`config.mk`:
```
export PLATFORM = sky130hd
export DESIGN_NAME = hsv_to_rgb_8bit
export DESIGN_NICKNAME = d
export VERILOG_FILES = /design/src/hsv2rgb_pkg.sv /design/src/hsv2rgb_hue_split.sv /design/src/hsv_to_rgb_8bit.sv
export SDC_FILE = /design/constraint.sdc
export NUM_CORES = 1
export LEC_CHECK = 0
export BUFFER_PORTS_ARGS = -buffer_cell sky130_fd_sc_hd__buf_2
export CORE_UTILIZATION = 50
export DETAILED_ROUTE_END_ITERATION = 10
export PLACE_DENSITY = 0.66
export SYNTH_ARGS = -nofsm -noshare
export SYNTH_HDL_FRONTEND = slang
export SYNTH_HIERARCHICAL = 1
export SYNTH_SLANG_ARGS = --single-unit
```
`constraint.sdc`:
```
create_clock -name clk -period 8.4 [get_ports clk]
set_clock_uncertainty 0.15 [all_clocks]
set_input_delay 1.26 -clock clk [delete_from_list [all_inputs] [get_ports clk]]
set_output_delay 1.26 -clock clk [all_outputs]
set_load 0.02 [all_outputs]
```
`src/hsv2rgb_pkg.sv`:
```
// ----------------------------------------------------------------------------
// hsv2rgb_pkg
// Shared types, constants and the divide-by-255 helper for the HSV to RGB
// converter.
// ----------------------------------------------------------------------------
package hsv2rgb_pkg;

	// Full channel level and its square
	localparam logic [7:0]  FULL_LEVEL  = 8'd255;
	localparam logic [15:0] FULL_SQ     = 16'd65025;
	// Degrees per hue sector
	localparam int unsigned SECTOR_DEG  = 60;
	localparam int unsigned SECTOR_NUM  = 6;
	// Hue sectors can reach this many before wrapping (hue up to 511)
	localparam int unsigned SECTOR_RAW_MAX = 8;

	// Hue sector, named by the colors at its start and end
	typedef enum logic [2:0] {
		SEC_RED_YELLOW,
		SEC_YELLOW_GREEN,
		SEC_GREEN_CYAN,
		SEC_CYAN_BLUE,
		SEC_BLUE_MAGENTA,
		SEC_MAGENTA_RED
	} sector_t;

	// Result of the hue split stage
	typedef struct packed {
		sector_t    sector;
		logic [7:0] frac;
	} hue_split_t;

	// floor(x / 255) for a 24-bit x below 255*65536.
	// x*257/65536 undershoots x/255 by less than one for x < 255*65536, so the
	// estimate is the quotient or one below it; one compare fixes it.
	function automatic logic [16:0] div255(input logic [23:0] x);
		logic [32:0] acc;
		logic [16:0] q0;
		logic [25:0] q0_x255;
		logic [25:0] rem;
		logic [16:0] q;
		acc     = {1'b0, x, 8'b0} + {9'b0, x};
		q0      = acc[32:16];
		q0_x255 = ({9'b0, q0} << 8) - {9'b0, q0};
		rem     = {2'b0, x} - q0_x255;
		if (rem >= 26'd255) begin
			q = q0 + 17'd1;
		end else begin
			q = q0;
		end
		return q;
	endfunction

endpackage

```
`src/hsv2rgb_hue_split.sv`:
```
// ----------------------------------------------------------------------------
// hsv2rgb_hue_split
// First pipeline stage: splits the hue into a 60-degree sector and a
// fraction 0..250 within it. Hue above 359 wraps round the sectors.
// ----------------------------------------------------------------------------
module hsv2rgb_hue_split (
	input  logic                     clk,
	input  logic                     arst_n,
	input  logic                     in_vld,
	input  logic [8:0]               hue,
	output logic                     vld_s1,
	output hsv2rgb_pkg::hue_split_t  split_s1
);

	logic [3:0]  sec_raw;
	logic [8:0]  sec_base;
	logic [2:0]  sec_wrap;
	logic [5:0]  hue_rem;
	logic [9:0]  rem_x17;
	hsv2rgb_pkg::hue_split_t split_d;

	// Sector by threshold compares against multiples of 60
	always_comb begin
		sec_raw  = '0;
		sec_base = '0;
		for (int k = 1; k <= int'(hsv2rgb_pkg::SECTOR_RAW_MAX); k++) begin
			if (hue >= 9'(k * hsv2rgb_pkg::SECTOR_DEG)) begin
				sec_raw  = 4'(k);
				sec_base = 9'(k * hsv2rgb_pkg::SECTOR_DEG);
			end
		end
	end

	// Wrap sector mod 6, remainder within the sector
	always_comb begin
		if (sec_raw >= 4'(hsv2rgb_pkg::SECTOR_NUM)) begin
			sec_wrap = 3'(sec_raw - 4'(hsv2rgb_pkg::SECTOR_NUM));
		end else begin
			sec_wrap = sec_raw[2:0];
		end
		hue_rem = 6'(hue - sec_base);
	end

	// frac = rem * 255 / 60 = rem * 17 / 4
	always_comb begin
		rem_x17        = ({4'b0, hue_rem} << 4) + {4'b0, hue_rem};
		split_d.sector = hsv2rgb_pkg::sector_t'(sec_wrap);
		split_d.frac   = rem_x17[9:2];
	end

	// Stage register
	always_ff @(posedge clk or negedge arst_n) begin
		if (!arst_n) begin
			vld_s1 <= 1'b0;
		end else begin
			vld_s1 <= in_vld;
		end
	end

	always_ff @(posedge clk) begin
		split_s1 <= split_d;
	end

endmodule

```
`src/hsv_to_rgb_8bit.sv`:
```
// ----------------------------------------------------------------------------
// hsv_to_rgb_8bit
// HSV to RGB color converter, 8 bits per channel, exact integer arithmetic.
// ----------------------------------------------------------------------------
// Takes one color per clock cycle: busy is always low, so every cycle with
// start high is a transfer. The result appears on red, green and blue
// after the register stages below, marked by done for exactly one cycle;
// there is no way to hold results back, so the receiver must take each one
// when done is high. The six register stages are: hue split, three 8x8
// products, two 16x8 products with a divide of the low level by 255, then
// two divide-by-255 steps and the sector select.
// ----------------------------------------------------------------------------
module hsv_to_rgb_8bit (
	input  logic       clk,
	input  logic       arst_n,
	input  logic       start,
	output logic       busy,
	input  logic [8:0] hue,
	input  logic [7:0] saturation,
	input  logic [7:0] brightness,
	output logic       done,
	output logic [7:0] red,
	output logic [7:0] green,
	output logic [7:0] blue
);

	logic                     take;
	// Stage 1
	logic                     vld_s1;
	hsv2rgb_pkg::hue_split_t  split_s1;
	logic [7:0]               sat_s1;
	logic [7:0]               val_s1;
	// Stage 2
	logic                     vld_s2;
	hsv2rgb_pkg::sector_t     sector_s2;
	logic [7:0]               val_s2;
	logic [15:0]              fs_s2;
	logic [15:0]              gs_s2;
	logic [15:0]              ps_s2;
	// Stage 3
	logic                     vld_s3;
	hsv2rgb_pkg::sector_t     sector_s3;
	logic [7:0]               val_s3;
	logic [7:0]               lo_s3;
	logic [23:0]              fall_num_s3;
	logic [23:0]              rise_num_s3;
	// Stage 4
	logic                     vld_s4;
	hsv2rgb_pkg::sector_t     sector_s4;
	logic [7:0]               val_s4;
	logic [7:0]               lo_s4;
	logic [15:0]              fall_mid_s4;
	logic [15:0]              rise_mid_s4;
	// Stage 5
	logic                     vld_s5;
	hsv2rgb_pkg::sector_t     sector_s5;
	logic [7:0]               val_s5;
	logic [7:0]               lo_s5;
	logic [7:0]               fall_s5;
	logic [7:0]               rise_s5;

	// Pipeline never stalls
	assign busy = 1'b0;
	assign take = start && !busy;

	// Stage 1: hue split
	hsv2rgb_hue_split u_hue_split (
		.clk      (clk),
		.arst_n   (arst_n),
		.in_vld   (take),
		.hue      (hue),
		.vld_s1   (vld_s1),
		.split_s1 (split_s1)
	);

	always_ff @(posedge clk) begin
		sat_s1 <= saturation;
		val_s1 <= brightness;
	end

	// Valid chain
	always_ff @(posedge clk or negedge arst_n) begin
		if (!arst_n) begin
			vld_s2 <= 1'b0;
			vld_s3 <= 1'b0;
			vld_s4 <= 1'b0;
			vld_s5 <= 1'b0;
			done   <= 1'b0;
		end else begin
			vld_s2 <= vld_s1;
			vld_s3 <= vld_s2;
			vld_s4 <= vld_s3;
			vld_s5 <= vld_s4;
			done   <= vld_s5;
		end
	end

	// Stage 2: f*s, (255-f)*s, (255-s)*v
	always_ff @(posedge clk) begin
		sector_s2 <= split_s1.sector;
		val_s2    <= val_s1;
		fs_s2     <= {8'b0, split_s1.frac} * {8'b0, sat_s1};
		gs_s2     <= {8'b0, hsv2rgb_pkg::FULL_LEVEL - split_s1.frac} * {8'b0, sat_s1};
		ps_s2     <= {8'b0, hsv2rgb_pkg::FULL_LEVEL - sat_s1} * {8'b0, val_s1};
	end

	// Stage 3: scale by v, low level done
	always_ff @(posedge clk) begin
		sector_s3   <= sector_s2;
		val_s3      <= val_s2;
		lo_s3       <= 8'(hsv2rgb_pkg::div255({8'b0, ps_s2}));
		fall_num_s3 <= {8'b0, hsv2rgb_pkg::FULL_SQ - fs_s2} * {16'b0, val_s2};
		rise_num_s3 <= {8'b0, hsv2rgb_pkg::FULL_SQ - gs_s2} * {16'b0, val_s2};
	end

	// Stage 4: first divide by 255
	always_ff @(posedge clk) begin
		sector_s4   <= sector_s3;
		val_s4      <= val_s3;
		lo_s4       <= lo_s3;
		fall_mid_s4 <= 16'(hsv2rgb_pkg::div255(fall_num_s3));
		rise_mid_s4 <= 16'(hsv2rgb_pkg::div255(rise_num_s3));
	end

	// Stage 5: second divide by 255 (floor of floor is exact)
	always_ff @(posedge clk) begin
		sector_s5 <= sector_s4;
		val_s5    <= val_s4;
		lo_s5     <= lo_s4;
		fall_s5   <= 8'(hsv2rgb_pkg::div255({8'b0, fall_mid_s4}));
		rise_s5   <= 8'(hsv2rgb_pkg::div255({8'b0, rise_mid_s4}));
	end

	// Stage 6: place levels by sector
	always_ff @(posedge clk) begin
		case (sector_s5)
			hsv2rgb_pkg::SEC_RED_YELLOW: begin
				red <= val_s5;  green <= rise_s5; blue <= lo_s5;
			end
			hsv2rgb_pkg::SEC_YELLOW_GREEN: begin
				red <= fall_s5; green <= val_s5;  blue <= lo_s5;
			end
			hsv2rgb_pkg::SEC_GREEN_CYAN: begin
				red <= lo_s5;   green <= val_s5;  blue <= rise_s5;
			end
			hsv2rgb_pkg::SEC_CYAN_BLUE: begin
				red <= lo_s5;   green <= fall_s5; blue <= val_s5;
			end
			hsv2rgb_pkg::SEC_BLUE_MAGENTA: begin
				red <= rise_s5; green <= lo_s5;   blue <= val_s5;
			end
			hsv2rgb_pkg::SEC_MAGENTA_RED: begin
				red <= val_s5;  green <= lo_s5;   blue <= fall_s5;
			end
			default: begin
				red <= val_s5;  green <= lo_s5;   blue <= fall_s5;
			end
		endcase
	end

	// Assertions

	// Fraction within a sector never exceeds 250
	a_frac_range: assert property (@(posedge clk) disable iff (!arst_n)
		vld_s1 |-> (split_s1.frac <= 8'd250))
		else $error("hue fraction out of range");

	// One channel always carries the brightness
	a_val_placed: assert property (@(posedge clk) disable iff (!arst_n)
		vld_s5 |=> (red == $past(val_s5) || green == $past(val_s5)
			|| blue == $past(val_s5)))
		else $error("brightness missing from result");

	// No channel exceeds the brightness
	a_val_bound: assert property (@(posedge clk) disable iff (!arst_n)
		vld_s5 |=> (red <= $past(val_s5) && green <= $past(val_s5)
			&& blue <= $past(val_s5)))
		else $error("channel above brightness");

endmodule
```
==> results of run 1 <==
## cell type report
class	instances	area share
clock buffers	33	0.0236
clock inverters	23	0.00902
inverters	462	0.0511
multi-input cells	2842	0.715
flip-flops and latches	269	0.159
well taps	846	0.0312
repair buffers	65	0.0105
## routing by layer
layer / GRT usage / wire [µm]
met1: 0.309 / 34000
met2: 0.371 / 32100
met3: 0.0228 / 2540
met4: 0.0404 / 1140
met5: 0 / 0
## logic make-up (layout without fill, tap and decap cells)
group	after synthesis	count (layout)
xor+xnor	274	274
mux	63	63
buf+inv	578	583
fa+ha+maj	689	689
compound gates	621	621
simple gates	1194	1194
other cells	1	1
flops	269	269
## flip-flops by register name, indices dropped and copies added, names as in the netlist, 8 cells and up
signal                cells
blue                      8
fall_mid_s4              16
fall_num_s3              24
fall_s5                   8
fs_s2                    16
green                     8
gs_s2                    16
lo_s3                     8
lo_s4                     8
lo_s5                     8
ps_s2                    16
red                       8
rise_mid_s4              16
rise_num_s3              24
rise_s5                   8
sat_s1                    8
u_hue_split/split_s1     11
val_s1                    8
val_s2                    8
val_s3                    8
val_s4                    8
val_s5                    8
## placed cells by master, fill, tap and decap left out, types with 12 or more instances in the layout
cell type	count
inv_1	460
ha_1	391
nand2_1	342
fa_1	297
dfxtp_1	262
xnor2_1	177
and2_1	164
a21oi_1	157
nor2_1	148
nor2b_1	130
o21ai_0	116
xor2_1	96
nand2b_1	92
nor3_1	71
nand3_1	71
buf_2	52
a21o_1	43
and3_1	34
a211oi_1	34
mux2i_1	34
clkbuf_16	31
nand4_1	29
mux2_2	28
o21a_1	27
a31oi_1	25
nor4_1	23
o22ai_1	23
a21boi_0	21
or3_1	21
o21bai_1	17
or4_1	14
o2111ai_1	14
o211ai_1	14
buf_4	13
or2_2	12
## path summary, 6_finish.rpt
path	slack [ns]	depth (start not counted)	from	end
setup / recovery	1.06	24	fall_num_s3[14]$_DFF_P_	fall_mid_s4[1]$_DFF_P_
setup reg to reg	1.06	24	fall_num_s3[14]$_DFF_P_	fall_mid_s4[1]$_DFF_P_
hold / removal	0.18	0	sector_s4[0]$_DFF_P_	sector_s5[0]$_DFF_P_
max in group asynchronous	7.62	1	arst_n	vld_s5$_DFF_PN0_
hold reg to reg	0.18	0	sector_s4[0]$_DFF_P_	sector_s5[0]$_DFF_P_
min in group asynchronous	0.34	1	arst_n	vld_s4$_DFF_PN0_
## per-stage QoR
stage | area (µm²) | setup WS (ns) | util | hold WS, ns | cells
floorplan | 31900 | 2.08 | - | 0.160 | 3689
global placement | 32900 | 1.26 | 0.521 | 0.161 | 4484
detailed placement | 32900 | 1.14 | 0.521 | 0.162 | 4484
CTS | 34000 | 1.14 | 0.538 | 0.176 | 4540
global route | 34000 | 0.554 | 0.538 | 0.182 | 4540
finish | 34000 | 1.06 | 0.538 | 0.176 | 4540
==> results.md, run 1 <==
- Proportion of synthesized area in mux cells: 0.0209
- IO Count: 54
- Final hold violations: 0
- Simple-gate share of the synthesized area: 0.194
- Starting Density: 0.506
- Fill cell count: 5991
- Postcts setup bufs: 0
- DRT iter0 DRCs: 1175
- Max-cap viol count: 0
- Layout net count: 4386
- Initial antenna violation count: 0
- Dpl hpwl: 55.1 mm
- Crit-path most repeated cell: ha_1
- Share of cells above drive strength 1: 0.0520
- Mapped Cells: 3689
- HP Class: reg2reg
- Post-synthesis sequential area ratio: 0.170
- Critical Path Sink Type: flip-flop
- Routed vias/inst: 5.47
- CP max FO: 16
- Top Family by Delay on Critical Path: simple AND/OR/NAND/NOR gates
- Area grow syn2layout: 6.40%
- Slew HR: 0.300
- Critical path buffers and inverters: 0
- Outcome: finished clean
- First-pass GRT wire length: 120 mm
- Worst-Skew Late Latency: 0.59 ns
- Synthesized cell area: 31900 µm²
- Final Wtd Congestion: 0.902
- I/O Buffers: 52
- ANT cells: 0
- Max-slew violation count: 0
- Post-synth net total: 4405
- Vias: 24800
- Root buf cell: clkbuf_16
- GR Util All Layers: 0.221
- Combinational family with the most area after synthesis: adder cells
- Cts hold-fix bufs: 0
- Resized Gates After CTS: 0
- Synth Register Bits: 269
- Die area: 64900 µm²
- Final Cycle Share: 0.874
- Antenna-violating nets left: 0
- Total grt overflow: 0
- CTS max path bufs: 3
- Setup violations, final: 0
- Most numerous cell in the Yosys netlist: inv_1
- Largest cells by area after synthesis: fa_1, dfxtp_1, ha_1
- Largest net degree at the start of global routing: 51
- Mapped Avg Cell Area: 8.65 µm²
- Area of the multi-input gates: 24300 µm²
- Post-synth top cells: inv_1, ha_1, nand2_1
- Row count: 92
- XOR/XNOR Fraction of Synth Area: 0.0756
- Slew @ Worst Pin: 1.05 ns
- Clk slew on worst S/H paths: 0.06 ns
- CTS tree: built
- Synth warnings: 6
- H-tree depth: 1
- Netlist cell types: 99
- Avg WL per Cell: 15.4 µm
- Yosys top cell area share: 0.186
- Die X: 255 µm
- Final wirelength: 69.8 mm
- Req. time, crit path: 8.70 ns
- FF+latch area: 5420 µm²
- Share of synthesized flip-flops with an asynchronous set or reset: 0.0223
- CP Launch Type: flip-flop
- Critical-path cell list: ha_1, a21o_1, a221o_1, a221oi_1, a211oi_1, a21oi_1, a211o_1, nor2b_1, and3_1, and3_1, and2_1, ha_1, xnor2_1, ha_1, a21oi_1, o22ai_1, or3_1, or3_1, nor2_1, mux2i_1, nor4_1, nand4b_1, nor4_4, mux2_1
- Crit-path max cell delay: 0.91 ns
- CP max-delay cell: nor4_4
- Num CTS Buffers: 30
- Compound-cell area share of the yosys netlist: 0.130
- Critical Path AT: 7.64 ns
- Drt drc: 0
- Final Critical Period: 7.34 ns
- Setup TNS: 0 ns
- Clk sinks: 269
- 1st-pass router iterations: 5
- Area share of fa/ha/maj cells after synthesis: 0.340
- Path type of the worst setup path: reg2reg
- Die Span Y: 255 µm
- Vias in the first global route: 24600
- Yosys top cell by area: fa_1
- Max Clock Freq: 136 MHz
- Ys flop type: dfxtp_1
- Core Box Area: 63100 µm²
- RSZ-0062 raised after global routing: no
- EDFF count, synth: 0
Power of run 1 is left out: the tool's default activity adds up to more than one toggle a clock period on the data nets, which glitch-free logic cannot reach.
==> run 2, diff against run 1 <==
--- a/config.mk
+++ b/config.mk
@@ -6,9 +6,9 @@
 export NUM_CORES = 1
 export LEC_CHECK = 0
 export BUFFER_PORTS_ARGS = -buffer_cell sky130_fd_sc_hd__buf_2
-export CORE_UTILIZATION = 50
+export CORE_UTILIZATION = 65
 export DETAILED_ROUTE_END_ITERATION = 10
-export PLACE_DENSITY = 0.66
+export PLACE_DENSITY = 0.82
 export SYNTH_ARGS = -nofsm -noshare
 export SYNTH_HDL_FRONTEND = slang
 export SYNTH_HIERARCHICAL = 1
==> constraint.sdc (replaced) <==
create_clock -name clk -period 8.4 [get_ports clk]
set_clock_uncertainty 0.15 [all_clocks]
set_input_delay 1.26 -clock clk [delete_from_list [all_inputs] [get_ports clk]]
set_output_delay 1.26 -clock clk [all_outputs]
set_load 0.01 [all_outputs]
==> run 2 against run 1 <==
Against the previous run: sequential share of layout area increased by 0.18 points; first-iteration DRC count up 42%; die area down 23%; worst hold slack gained 0.00058 ns; highest routed layer unchanged.
==> results.md, run 2 (synthesis results as in run 1) <==
- Dpl hpwl: 54.7 mm
- Critical Path Sink Type: flip-flop
- R2r setup slk: 1.01 ns
- Avg WL per Cell: 16.5 µm
- Cts hold-fix bufs: 0
- Path type of the worst setup path: reg2reg
- Largest net degree at the start of global routing: 51
- Starting Density: 0.664
- CP max-delay cell: nor4_4
- Setup violations, final: 0
- Crit. Startpoint: fall_num_s3[14]$_DFF_P_
- Antenna-violating nets left: 0
- Worst setup path endpoint: fall_mid_s4[1]$_DFF_P_
- Critical-path cell list: ha_1, a21o_1, a221o_1, a221oi_1, a211oi_1, a21oi_1, a211o_1, nor2b_1, and3_1, and3_1, and2_1, ha_1, fa_1, ha_1, o21ai_0, o21ai_0, o21ai_0, or3_1, nor2_1, mux2i_1, nor4_1, nand4b_1, nor4_4, mux2_1
- Slew HR: 0.219
- Root buf cell: clkbuf_16
- Critical Path AT: 7.70 ns
- Layout net count: 4382
- Final Critical Period: 7.39 ns
- Vias in the first global route: 25600
- Num CTS Buffers: 29
- Final Wtd Congestion: 0.941
- CTS max path bufs: 3
- 1st-pass router iterations: 6
- Fill cell count: 3780
- Req. time, crit path: 8.71 ns
- Final Cycle Share: 0.880
- Die area: 50000 µm²
- Final hold violations: 0
- RSZ-0062 raised after global routing: no
- CTS tree: built
- CP Launch Type: flip-flop
- Row count: 80
- H-tree depth: 1
- Slew @ Worst Pin: 1.17 ns
- Die Span Y: 224 µm
- Final wirelength: 71.1 mm
- Die X: 224 µm
- First-pass GRT wire length: 120 mm
- Largest regs: fall_num_s3 x24, rise_num_s3 x24
- Worst-Skew Late Latency: 0.58 ns
- Crit-path max cell delay: 0.87 ns
- Max Clock Freq: 135 MHz
- Routed vias/inst: 5.94
- Resized Gates After CTS: 0
- HP Class: reg2reg
- Max-cap viol count: 0
- Setup TNS: 0 ns
- Total grt overflow: 0
- Critical Path Stages: 24
- Top Family by Delay on Critical Path: simple AND/OR/NAND/NOR gates
- Drt drc: 0
- Area grow syn2layout: 5.21%
- Share of cells above drive strength 1: 0.0493
- Most frequent cells in the layout: inv_1, ha_1, nand2_1
- Clk sinks: 269
- Clk slew on worst S/H paths: 0.06 ns
- IO Count: 54
- FF+latch area: 5420 µm²
- GR Util All Layers: 0.288
- Core Box Area: 48000 µm²
- Min-delay src: val_s3[5]$_DFF_P_
- Worst r2r path cells: 24
- Max-slew violation count: 0
- Commonest non-fill, non-tap cell in the layout: inv_1
- Reg-to-Reg Start: fall_num_s3[14]$_DFF_P_
- Area of the multi-input gates: 24300 µm²
- Outcome: finished clean
- Initial antenna violation count: 2
- Worst R2R End: fall_mid_s4[1]$_DFF_P_
- DRT iter0 DRCs: 1669
- CP max FO: 16
- Postcts setup bufs: 0
- Critical path buffers and inverters: 0
- Vias: 25500
- I/O Buffers: 52
==> run 2: cell types whose count changed in the layout (fill, tap and decap cells not counted) <==
cell / previous run / this run
buf_4: 13 / 10
bufinv_16: 6 / 5
clkbuf_1: 0 / 4
clkbuf_16: 31 / 29
clkbuf_8: 2 / 4
clkinv_2: 5 / 2
clkinvlp_4: 3 / 1
diode_2: 0 / 1
inv_6: 8 / 6
inv_8: 0 / 1
==> run 2: how the worst min path moves through the flow <==
stage                                    to  slack, ns  depth (start not counted)
final                     val_s4[5]$_DFF_P_       0.18                          0
after global routing      val_s5[6]$_DFF_P_       0.18                          0
after CTS                 val_s5[6]$_DFF_P_       0.18                          0
after detailed placement  val_s5[4]$_DFF_P_       0.16                          0
after global placement    val_s4[3]$_DFF_P_       0.16                          0
after floorplan            lo_s4[0]$_DFF_P_       0.16                          0
==> run 2: stage by stage <==
| step | setup WS (ns) | utilization | cells | hold WS, ns | instance area (µm²) |
|---|---|---|---|---|---|
| 2_1_floorplan | 2.08 | - | 3689 | 0.160 | 31900 |
| 3_3_place_gp | 1.31 | 0.677 | 4250 | 0.160 | 32500 |
| 3_5_place_dp | 1.16 | 0.677 | 4250 | 0.162 | 32500 |
| 4_1_cts | 1.07 | 0.699 | 4303 | 0.177 | 33600 |
| 5_1_grt | 0.517 | 0.699 | 4303 | 0.184 | 33600 |
| 6_report | 1.01 | 0.699 | 4304 | 0.176 | 33600 |
==> run 2: worst reg2reg max path, cell delays in order (launching register included) <==
cell      delay, ns
dfxtp_1        0.40
ha_1           0.27
a21o_1         0.20
a221o_1        0.34
a221oi_1       0.60
a211oi_1       0.20
a21oi_1        0.23
a211o_1        0.23
nor2b_1        0.10
and3_1         0.20
and3_1         0.19
and2_1         0.16
ha_1           0.36
fa_1           0.50
ha_1           0.41
o21ai_0        0.15
o21ai_0        0.10
o21ai_0        0.09
or3_1          0.40
nor2_1         0.12
mux2i_1        0.07
nor4_1         0.30
nand4b_1       0.24
nor4_4         0.87
mux2_1         0.39
==> run 2: layout make-up <==
| class | instances | share of cell area |
|---|---|---|
| Multi-Input combinational cell | 2842 | 0.723 |
| Tap cell | 615 | 0.0229 |
| Inverter | 462 | 0.0516 |
| Timing Repair Buffer | 62 | 0.00998 |
| Sequential cell | 269 | 0.161 |
| Clock buffer | 37 | 0.0237 |
| Antenna cell | 1 | 0.0000745 |
| Clock inverter | 16 | 0.00715 |
==> run 2: metal layers <==
| metal | routed length [µm] | vias to the layer above | GRT usage |
|---|---|---|---|
| li1 | - | 12400 | - |
| met1 | 31200 | 12200 | 0.378 |
| met2 | 34100 | 828 | 0.501 |
| met3 | 4190 | 139 | 0.0342 |
| met4 | 1660 | 0 | 0.0769 |
| met5 | 0 | - | 0 |
Power of run 2 is left out for the same reason.
